File: src/rtl/ddgl_pkg.sv
`timescale 1ns / 1ps

package ddgl_pkg;

  // Input and result field widths.
  localparam int DATA_W     = 32;
  localparam int DIGIT_W    = 4;
  localparam int NUM_DIGITS = 10;
  localparam int BCD_W      = DIGIT_W * NUM_DIGITS;
  localparam int NDIG_W     = 4;
  localparam int X_W        = 12;
  localparam int CANVAS_W   = 13;
  localparam int BIT_CNT_W  = $clog2(DATA_W);

  // Configuration register widths and reset values.
  localparam int PITCH_W         = 8;
  localparam int MIN_DIG_W       = 5;
  localparam int APB_ADDR_W      = 5;
  localparam int APB_DATA_W      = 32;
  localparam int GLYPH_WIDTH_RST = 8;

  // Default cell limit.
  localparam int DEF_MAX_CELLS = 16;

  // Register indexes (byte address is four times the index).
  typedef enum logic [2:0] {
    REG_DIGIT_SPACE = 3'd0,
    REG_GLYPH_WIDTH = 3'd1,
    REG_MIN_DIGITS  = 3'd2,
    REG_ZERO_FILL   = 3'd3,
    REG_FORCE_SIGN  = 3'd4
  } reg_idx_t;

  // Sequencer states.
  typedef enum logic [2:0] {
    ST_IDLE,
    ST_CONV,
    ST_COUNT,
    ST_SCALE,
    ST_EMIT
  } state_t;

endpackage

File: src/rtl/decimal_digit_glyph_layout_unit.sv
`timescale 1ns / 1ps

// Lays out a signed 32-bit value as fixed-pitch decimal digit cells and sends
// one beat per cell, rightmost cell first; m_tlast marks the leftmost cell sent.
// The magnitude is converted to BCD by a bit-serial shift-and-add-3 converter
// that takes one input bit per cycle; the digit count is then found, the
// layout is scaled and the cells are sent, one beat per cycle when the sink
// is ready. One value is processed at a time and a new value is taken once
// the last cell has left. Configuration registers sit on the APB port at byte
// addresses 0x00 (digit_space), 0x04 (glyph_width), 0x08 (min_digits), 0x0C
// (zero_fill) and 0x10 (force_sign) and should be written only while the
// block is idle.
module decimal_digit_glyph_layout_unit #(
  parameter int MAX_CELLS = ddgl_pkg::DEF_MAX_CELLS
) (
  input  logic                            clk,
  input  logic                            rst,
  // Input stream: s_tdata[31:0] = number
  input  logic                            s_tvalid,
  output logic                            s_tready,
  input  logic [ddgl_pkg::DATA_W-1:0]     s_tdata,
  // Output stream: [3:0] glyph, [15:4] x_pos, [16] draw,
  // [29:17] canvas_width, [31:30] zero
  output logic                            m_tvalid,
  input  logic                            m_tready,
  output logic [31:0]                     m_tdata,
  output logic                            m_tlast,
  // Configuration port
  input  logic                            psel,
  input  logic                            penable,
  input  logic                            pwrite,
  input  logic [ddgl_pkg::APB_ADDR_W-1:0] paddr,
  input  logic [ddgl_pkg::APB_DATA_W-1:0] pwdata,
  output logic [ddgl_pkg::APB_DATA_W-1:0] prdata,
  output logic                            pready
);

  localparam int CELL_W = $clog2(MAX_CELLS + 2);
  localparam int CMP_W  = (CELL_W > ddgl_pkg::MIN_DIG_W) ? CELL_W : ddgl_pkg::MIN_DIG_W;
  localparam int PROD_W = CELL_W + ddgl_pkg::PITCH_W;
  localparam int ACC_W  = (PROD_W > ddgl_pkg::CANVAS_W) ? PROD_W : ddgl_pkg::CANVAS_W;

  // Configuration registers.
  logic [ddgl_pkg::PITCH_W-1:0]   digit_space;
  logic [ddgl_pkg::PITCH_W-1:0]   glyph_width;
  logic [ddgl_pkg::MIN_DIG_W-1:0] min_digits;
  logic                           zero_fill;
  logic                           force_sign;

  ddgl_pkg::reg_idx_t reg_idx;
  logic               cfg_write;

  // Datapath registers.
  ddgl_pkg::state_t               state;
  ddgl_pkg::state_t               state_next;
  logic [ddgl_pkg::DATA_W-1:0]    mag;
  logic [ddgl_pkg::BCD_W-1:0]     bcd;
  logic [ddgl_pkg::BCD_W-1:0]     bcd_adj;
  logic [ddgl_pkg::BIT_CNT_W-1:0] bit_cnt;
  logic                           negative;
  logic                           sign_cell;
  logic [ddgl_pkg::NDIG_W-1:0]    ndig;
  logic [ddgl_pkg::NDIG_W-1:0]    ndig_next;
  logic [CELL_W-1:0]              cells;
  logic [CELL_W-1:0]              cells_next;
  logic [CELL_W-1:0]              cell_idx;
  logic [ddgl_pkg::PITCH_W-1:0]   pitch;
  logic [ddgl_pkg::CANVAS_W-1:0]  total;
  logic [ddgl_pkg::CANVAS_W-1:0]  xrun;
  logic [CELL_W-1:0]              ncell;
  logic [ACC_W-1:0]               prod_total;
  logic [ACC_W-1:0]               prod_x;

  logic in_beat;
  logic out_beat;
  logic is_digit;
  logic last_cell;
  logic [ddgl_pkg::DIGIT_W-1:0] glyph;

  // APB decode; the register index comes from the word address.
  assign pready    = 1'b1;
  assign reg_idx   = ddgl_pkg::reg_idx_t'(paddr[ddgl_pkg::APB_ADDR_W-1:2]);
  assign cfg_write = psel && penable && pwrite && pready;

  always_ff @(posedge clk) begin
    if (rst) begin
      digit_space <= '0;
      glyph_width <= ddgl_pkg::PITCH_W'(ddgl_pkg::GLYPH_WIDTH_RST);
      min_digits  <= '0;
      zero_fill   <= 1'b0;
      force_sign  <= 1'b0;
    end else if (cfg_write) begin
      case (reg_idx)
        ddgl_pkg::REG_DIGIT_SPACE: digit_space <= pwdata[ddgl_pkg::PITCH_W-1:0];
        ddgl_pkg::REG_GLYPH_WIDTH: glyph_width <= pwdata[ddgl_pkg::PITCH_W-1:0];
        ddgl_pkg::REG_MIN_DIGITS:  min_digits  <= pwdata[ddgl_pkg::MIN_DIG_W-1:0];
        ddgl_pkg::REG_ZERO_FILL:   zero_fill   <= pwdata[0];
        ddgl_pkg::REG_FORCE_SIGN:  force_sign  <= pwdata[0];
        default: ;
      endcase
    end
  end

  // Register readback.
  always_comb begin
    case (reg_idx)
      ddgl_pkg::REG_DIGIT_SPACE: prdata = ddgl_pkg::APB_DATA_W'(digit_space);
      ddgl_pkg::REG_GLYPH_WIDTH: prdata = ddgl_pkg::APB_DATA_W'(glyph_width);
      ddgl_pkg::REG_MIN_DIGITS:  prdata = ddgl_pkg::APB_DATA_W'(min_digits);
      ddgl_pkg::REG_ZERO_FILL:   prdata = ddgl_pkg::APB_DATA_W'(zero_fill);
      ddgl_pkg::REG_FORCE_SIGN:  prdata = ddgl_pkg::APB_DATA_W'(force_sign);
      default:                   prdata = '0;
    endcase
  end

  // A zero digit pitch falls back to the glyph width.
  assign pitch = (digit_space != '0) ? digit_space : glyph_width;

  // One shift-and-add-3 step: every BCD digit of five or more gets three added.
  always_comb begin
    for (int d = 0; d < ddgl_pkg::NUM_DIGITS; d++) begin
      if (bcd[d*ddgl_pkg::DIGIT_W +: ddgl_pkg::DIGIT_W] >= ddgl_pkg::DIGIT_W'(5)) begin
        bcd_adj[d*ddgl_pkg::DIGIT_W +: ddgl_pkg::DIGIT_W] =
          bcd[d*ddgl_pkg::DIGIT_W +: ddgl_pkg::DIGIT_W] + ddgl_pkg::DIGIT_W'(3);
      end else begin
        bcd_adj[d*ddgl_pkg::DIGIT_W +: ddgl_pkg::DIGIT_W] =
          bcd[d*ddgl_pkg::DIGIT_W +: ddgl_pkg::DIGIT_W];
      end
    end
  end

  // Digit count is the position of the highest nonzero digit; zero has one digit.
  always_comb begin
    ndig_next = ddgl_pkg::NDIG_W'(1);
    for (int d = 1; d < ddgl_pkg::NUM_DIGITS; d++) begin
      if (bcd[d*ddgl_pkg::DIGIT_W +: ddgl_pkg::DIGIT_W] != '0) begin
        ndig_next = ddgl_pkg::NDIG_W'(d + 1);
      end
    end
  end

  // Cell count is the larger of digit count and minimum, capped at the limit.
  always_comb begin
    logic [CMP_W-1:0] want;
    want = (CMP_W'(ndig_next) > CMP_W'(min_digits)) ? CMP_W'(ndig_next)
                                                    : CMP_W'(min_digits);
    if (want > CMP_W'(MAX_CELLS)) begin
      want = CMP_W'(MAX_CELLS);
    end
    cells_next = CELL_W'(want);
  end

  // Canvas width and the x offset of the rightmost cell.
  assign ncell      = cells + CELL_W'(sign_cell);
  assign prod_total = ACC_W'(PROD_W'(ncell) * PROD_W'(pitch));
  assign prod_x     = ACC_W'(PROD_W'(ncell - CELL_W'(1)) * PROD_W'(pitch));

  // Handshakes.
  assign in_beat  = s_tvalid && s_tready;
  assign out_beat = m_tvalid && m_tready;

  // Sequencer.
  always_ff @(posedge clk) begin
    if (rst) begin
      state <= ddgl_pkg::ST_IDLE;
    end else begin
      state <= state_next;
    end
  end

  always_comb begin
    state_next = state;
    s_tready   = 1'b0;
    m_tvalid   = 1'b0;
    case (state)
      ddgl_pkg::ST_IDLE: begin
        s_tready = 1'b1;
        if (s_tvalid) begin
          state_next = ddgl_pkg::ST_CONV;
        end
      end
      ddgl_pkg::ST_CONV: begin
        if (bit_cnt == '1) begin
          state_next = ddgl_pkg::ST_COUNT;
        end
      end
      ddgl_pkg::ST_COUNT: begin
        state_next = ddgl_pkg::ST_SCALE;
      end
      ddgl_pkg::ST_SCALE: begin
        state_next = ddgl_pkg::ST_EMIT;
      end
      ddgl_pkg::ST_EMIT: begin
        m_tvalid = 1'b1;
        if (m_tready && last_cell) begin
          state_next = ddgl_pkg::ST_IDLE;
        end
      end
      default: begin
        state_next = ddgl_pkg::ST_IDLE;
      end
    endcase
  end

  // Datapath: load, convert bit by bit, size the layout, then walk the cells.
  always_ff @(posedge clk) begin
    if (in_beat) begin
      negative <= s_tdata[ddgl_pkg::DATA_W-1];
      mag      <= s_tdata[ddgl_pkg::DATA_W-1] ? (~s_tdata + ddgl_pkg::DATA_W'(1)) : s_tdata;
      bcd      <= '0;
      bit_cnt  <= '0;
    end
    if (state == ddgl_pkg::ST_CONV) begin
      {bcd, mag} <= {bcd_adj[ddgl_pkg::BCD_W-2:0], mag, 1'b0};
      bit_cnt    <= bit_cnt + ddgl_pkg::BIT_CNT_W'(1);
    end
    if (state == ddgl_pkg::ST_COUNT) begin
      ndig      <= ndig_next;
      cells     <= cells_next;
      sign_cell <= negative || force_sign;
    end
    if (state == ddgl_pkg::ST_SCALE) begin
      total    <= prod_total[ddgl_pkg::CANVAS_W-1:0];
      xrun     <= prod_x[ddgl_pkg::CANVAS_W-1:0];
      cell_idx <= '0;
    end
    if (out_beat) begin
      bcd      <= {ddgl_pkg::DIGIT_W'(0), bcd[ddgl_pkg::BCD_W-1:ddgl_pkg::DIGIT_W]};
      xrun     <= xrun - ddgl_pkg::CANVAS_W'(pitch);
      cell_idx <= cell_idx + CELL_W'(1);
    end
  end

  // Current cell fields.
  assign is_digit  = CMP_W'(cell_idx) < CMP_W'(ndig);
  assign last_cell = (cell_idx + CELL_W'(1)) == cells;
  assign glyph     = is_digit ? bcd[ddgl_pkg::DIGIT_W-1:0] : '0;

  assign m_tdata = {2'b00, total, (is_digit || zero_fill), xrun[ddgl_pkg::X_W-1:0], glyph};
  assign m_tlast = last_cell;

`ifndef SYNTH
  // Only one value is in flight: no input is taken while cells are sent.
  a_one_in_flight: assert property (@(posedge clk) disable iff (rst)
    m_tvalid |-> !s_tready)
    else $error("input accepted while cells are pending");

  // The cell walk never passes the cell count.
  a_cell_bound: assert property (@(posedge clk) disable iff (rst)
    (state == ddgl_pkg::ST_EMIT) |-> (cell_idx < cells))
    else $error("cell index beyond cell count");

  // An undrawn cell is a padding cell and shows the zero glyph.
  a_blank_zero: assert property (@(posedge clk) disable iff (rst)
    (m_tvalid && !m_tdata[16]) |-> (m_tdata[3:0] == 4'd0))
    else $error("blank cell carries a nonzero glyph");

  // After a non-final cell is taken, the next cell of the same value follows.
  a_run_continues: assert property (@(posedge clk) disable iff (rst)
    (out_beat && !m_tlast) |=> (m_tvalid && $stable(total)))
    else $error("cell run broken before its last cell");
`endif

endmodule
File: config.mk
export PLATFORM = sky130hd
export DESIGN_NAME = decimal_digit_glyph_layout_unit
export DESIGN_NICKNAME = d
export VERILOG_FILES = /design/src/rtl/ddgl_pkg.sv /design/src/rtl/decimal_digit_glyph_layout_unit.sv
export SDC_FILE = /design/constraint.sdc
export NUM_CORES = 1
export LEC_CHECK = 0
export ABC_AREA = 1
export BUFFER_PORTS_ARGS = -buffer_cell sky130_fd_sc_hd__buf_4
export CAP_MARGIN = 30
export CELL_PAD_IN_SITES_DETAIL_PLACEMENT = 2
export CELL_PAD_IN_SITES_GLOBAL_PLACEMENT = 2
export CORE_ASPECT_RATIO = 1.5
export CORE_MARGIN = 2
export CORE_UTILIZATION = 28
export CTS_CLUSTER_DIAMETER = 150
export CTS_CLUSTER_SIZE = 28
export DETAILED_ROUTE_END_ITERATION = 10
export PLACE_DENSITY = 0.71
export SLEW_MARGIN = 20
export SYNTH_ARGS = -nofsm -noshare
export SYNTH_HDL_FRONTEND = slang
export SYNTH_SLANG_ARGS = --single-unit
File: constraint.sdc
create_clock -name clk -period 6.95 [get_ports clk]
set_input_delay 1.39 -clock clk [delete_from_list [all_inputs] [get_ports clk]]
set_output_delay 1.39 -clock clk [all_outputs]
set_load 0.01 [all_outputs]
# After elaboration in Yosys (flattened, before gate mapping)
# Index checks and enable logic that the tools add are counted.
totals:
  register_bits: 145
  input_bits: 76
  elab_cells: 132
op_classes:
  add_sub_neg: 16
  multipliers: 2
  magnitude_cmp: 13
  eq_ne: 13
  n_mux: 41
  n_bitwise: 1
  n_reduce_logical: 28
ops:
  columns: ["cell", "n"]
  rows:
  - ["$mux W32", 3]
  - ["$mux W40", 2]
  - ["$mux W4", 18]
  - ["$ge A4 B3 Y1 const B", 10]
  - ["$pmux W8 S5", 1]
  - ["$add A4 B2 Y4 const B", 9]
  - ["$mux W36", 1]
  - ["$reduce_bool A4 Y1", 9]
  - ["$add A32 B1 Y32 const B", 1]
  - ["$not A32 Y32", 1]
  - ["$mux W13", 2]
  - ["$mux W5", 5]
  - ["$pmux W3 S5", 1]
  - ["$mul A5 B8 Y13", 1]
  - ["$mul A6 B9 Y13", 1]
  - ["$sub A13 B8 Y13", 1]
  - ["$eq A3 B2 Y1 const B", 4]
  - ["$mux W3", 4]
  - ["$add A5 B1 Y5 const B", 2]
  - ["$reduce_and A2 Y1", 5]
  - ["$mux W8", 1]
  - ["$reduce_bool A8 Y1", 1]
  - ["$eq A3 B1 Y1 const B", 2]
  - ["$eq A3 B3 Y1 const B", 2]
  - ["other kinds (17)", 27]

# Depth between registers and ports, before layout
logic_depth:
  ltp_word: 13
  mapped_depth: 30

# Worst setup path after synthesis
# No wires, ideal clock.
synth_timing:
  path_kind: "reg2reg"
  start: "register cells[0]"
  end: "register xrun[10] (netlist name) (data pin)"
  arrival_time_ps: 5086
  t_required_ps: 6692
  path_slack_ps: 1606
  stages_incl_launch_ff: 23
  n_path_buf: 0
  period_less_slack_ps: 5344
  cell_sequence: "edfxtp_1 > ha_1 > ha_1 > clkinv_1 > ha_1 > inv_1 > nor2_4 > nor2_1 > nor2_1 > fa_1 > inv_1 > fa_1 > inv_1 > fa_1 > inv_1 > fa_1 > fa_1 > o21ai_0 > a21oi_1 > nor2_1 > o21ai_0 > nand3b_1 > nand2_1"
synth_between:
  elab_chain_len: 5
synth_rtl:
  columns: ["item", "line_no", "text"]
  rows:
  - ["start: declaration", "decimal_digit_glyph_layout_unit.sv:64", "logic [CELL_W-1:0] cells;"]
  - ["start signal: assignment", "decimal_digit_glyph_layout_unit.sv:219", "cells <= cells_next;"]
  - ["$add A5 B1 Y5", "decimal_digit_glyph_layout_unit.sv:154", "assign ncell = cells + CELL_W'(sign_cell);"]
  - ["$sub A5 B1 Y6", "decimal_digit_glyph_layout_unit.sv:156", "assign prod_x = ACC_W'(PROD_W'(ncell - CELL_W'(1)) * PROD_W'(pitch));"]
  - ["$mul A6 B9 Y13", "decimal_digit_glyph_layout_unit.sv:156", null]
  - ["$mux W13", "decimal_digit_glyph_layout_unit.sv:222", "if (state == ddgl_pkg::ST_SCALE) begin"]
  - ["$mux W13", "decimal_digit_glyph_layout_unit.sv:227", "if (out_beat) begin"]
  - ["end signal: assignment", "decimal_digit_glyph_layout_unit.sv:224", "xrun <= prod_x[ddgl_pkg::CANVAS_W-1:0];"]
  - ["end signal: assignment", "decimal_digit_glyph_layout_unit.sv:229", "xrun <= xrun - ddgl_pkg::CANVAS_W'(pitch);"]
  - ["end: declaration", "decimal_digit_glyph_layout_unit.sv:69", "logic [ddgl_pkg::CANVAS_W-1:0] xrun;"]
# Every way passes these cells. The select of a mux whose other input is x is not followed.
# A chain may end at the register's enable or synchronous reset.

# Worst setup path after layout
# Same ends and word-level chain as after synthesis.

==> metrics.yaml <==
run_status:
  outcome: "finished clean"
clock_tree:
  clk_path_buf_depth: 2
  postCtsHoldBufs: 0
  tritoncts: "yes"
  clk_latency_ns: 0.46
  cts_resized: 0
  numCtsBuffers: 17
  path_clk_slew_ns: 0.07
  h-tree-depth: 4
  post_cts_buffers: 0
  cts-root-buf: "clkbuf_16"
  cts.sink_count: 144
final_layout:
  post-route-cell-area_sq_um: 13260
  drive_gt1_frac: 0.1175
  finalCoreUtilization: 0.3289
  area_growth_pct: 15.40
  antenna_cells: 0
  nets: 1738
sta:
  relSlewSlack: 0.4501
  rsz0062_at_grt: "false"
  maxSlewViolCount: 0
  fin_setup_tns_ns: 0
  setup_slack_ns: 0.9708
  fin_crit_sh: 0.8603
  final_hold_viol_count: 0
  worst_pin_slew_ns: 0.8219
  period_minus_slack_ns: 5.979
  fin_skew_ns: 0.009623
  fmax_mhz: 167.2
  setup_viol: 0
run:
  max-cap-violations: 0
detailed_routing:
  drc: 0
  vias_per_cell: 4.909
  first_pass_iters: 4
  ant_nets: 0
  drt-initial-drc-count: 327
  wl_per_cell_um: 17.58
  vias: 10050
  wirelength_um: 35990
power:
  sw_frac_of_total: 0.3701
  power_frac_comb: 0.294
  p_switching_mw: 1.112
  internal-power_mw: 1.892
  p_leak_nw: 6.134
  power_density_nw_per_um2: 226.5
  ir_drop_mv: 0.1161
  pwr-share-seq: 0.395
  pwr-share-clk: 0.312
placement:
  place_congestion: 0.8147
  port_buffers: 90
  post-place-ws_ns: 0.9494
  dp_hpwl_um: 27770
  placed_area_sq_um: 12660
global_routing:
  grt_overflow_total: 0
  grt_max_degree: 53
  grt_pass1_wl_um: 59190
  grt_usage: 0.1759
  grt_pass1_vias: 11460
  antenna_found_initial: 0
worst_setup_path:
  cp_data_required_time_ns: 7.15
  start_kind: "flip-flop"
  worstSetupEndpointType: "flip-flop"
  path_max_fanout: 13
  crit_arrival_ns: 6.18
  critical_path_class: "flip-flop to flip-flop"
die:
  io_pins: 144
  core.rowCount: 90
  die_area_sq_um: 42700
  core-area_sq_um: 40310
  initial_utilization: 0.2850
  die_w_um: 169.4
  die_h_um: 252.1
yosys:
  synth_top_cell_area_share: 0.2954
  ys_async_sr_fraction: 0
  yosysMostFrequentCell: "nand2_1"
  ys.flop_type: "edfxtp_1"
  synth_cell_types: 59
  yosys_warnings: 0
  synth_edf_count: 113
  yosys.area.top_type: "edfxtp_1"
  yosys-top-cells-area: "edfxtp_1, ha_1, nand2_1"
  syn-instance-count: 1436
  avgSynthCellArea_sq_um: 8.000
  ys_ff_latch: 144
  yosysSeqAreaShare: 0.3494
  synth_commonest_cells: "nand2_1, inv_1, nor2_1"
  netlist_area_sq_um: 11490
min_path:
  hp-class: "flip-flop to flip-flop"
## per-stage QoR
stage	std cells	hold WS, ns	power, mW
6_report	2047	0.4930	3.003
5_1_grt	2047	0.5058	3.213
4_1_cts	2046	0.4979	3.058
3_5_place_dp	2014	0.4567	2.100
3_3_place_gp	2014	0.4439	2.048
2_1_floorplan	1461	0.4302	1.796
## placed cells by master (no fill, tap or decap), types with 27 or more instances in the layout
| cell | instances |
|---|---|
| nand2_1 | 296 |
| xor2_1 | 34 |
| nor2_1 | 170 |
| inv_1 | 205 |
| conb_1 | 27 |
| nand3_1 | 63 |
| buf_4 | 102 |
| o21ai_0 | 107 |
| a21oi_1 | 70 |
| fa_1 | 44 |
| edfxtp_1 | 113 |
| dfxtp_1 | 31 |
| ha_1 | 90 |
## flip-flops by register name, indices dropped and copies added, names as in the netlist
| signal | cells |
|---|---|
| state | 3 |
| digit_space | 8 |
| xrun | 12 |
| cell_idx | 5 |
| negative | 1 |
| sign_cell | 1 |
| mag | 32 |
| total | 13 |
| bit_cnt | 5 |
| min_digits | 5 |
| cells | 5 |
| force_sign | 1 |
| ndig | 4 |
| bcd | 40 |
| glyph_width | 8 |
| zero_fill | 1 |
## metal layers
layer / vias to the layer above / part of all wire / track usage / wire length (um)
met5: - / 0 / 0 / 0
met4: 0 / 0.033 / 0.07619 / 1177
met3: 53 / 0.018 / 0.01898 / 639
met2: 113 / 0.57 / 0.3534 / 20350
met1: 5028 / 0.38 / 0.1794 / 13810
li1: 4854 / - / - / -
## power groups by stage
| stage | clock [mW] | sequential (mW) | combinational [mW] |
|---|---|---|---|
| final | 0.936 | 1.18 | 0.883 |
| after global routing | 0.988 | 1.20 | 1.02 |
| after CTS | 0.966 | 1.19 | 0.905 |
| after detailed placement | 0 | 1.20 | 0.895 |
| after global placement | 0 | 1.20 | 0.851 |
| after floorplan | 0 | 1.18 | 0.618 |
## final timing paths
kind	startpoint	to	slack [ns]	cells after the start
worst max-delay path	cells[0]	xrun[10]	0.97	22
worst min-delay path	mag[0]	mag[0]	0.49	2
worst max register to register	cells[0]	xrun[10]	0.97	22
worst min register to register	mag[0]	mag[0]	0.49	2
## critical path, cell delays in order (launching register included)
cell and delay, ns:
edfxtp_1 0.41, ha_1 0.44, inv_1 0.49, ha_1 0.28
inv_1 0.08, nor2_4 0.13, nand2_1 0.08, nand2_1 0.10
nand2_2 0.10, nand2_1 0.10, fa_1 0.49, fa_1 0.56
inv_1 0.06, fa_1 0.55, inv_1 0.06, fa_1 0.51
fa_1 0.49, o21ai_0 0.30, a21oi_1 0.11, nor2_1 0.13
o21ai_0 0.09, nand3b_1 0.11, nand2_1 0.06
## layout make-up
class / count / area (sq um)
Fill cell: 4686 / 27060
Multi-Input combinational cell: 1043 / 6422
Sequential cell: 144 / 4014
Inverter: 219 / 827.0
Timing Repair Buffer: 103 / 793.3
Tap cell: 506 / 633.1
Clock buffer: 18 / 450.4
Clock inverter: 14 / 117.6
## kinds of logic after synthesis
| kind of cell | count (synthesis) | share of synthesized area |
|---|---|---|
| AOI/OAI and AO/OA | 245 | 0.1211 |
| xor gates and xnor gates | 44 | 0.03354 |
| adders and majority gates | 134 | 0.1747 |
| buffers and inverters | 274 | 0.09998 |
| DFF | 144 | 0.3494 |
| other | 2 | 0.0006537 |
| and+or+nand+nor | 593 | 0.2206 |
(Power assumes the default switching activity.)
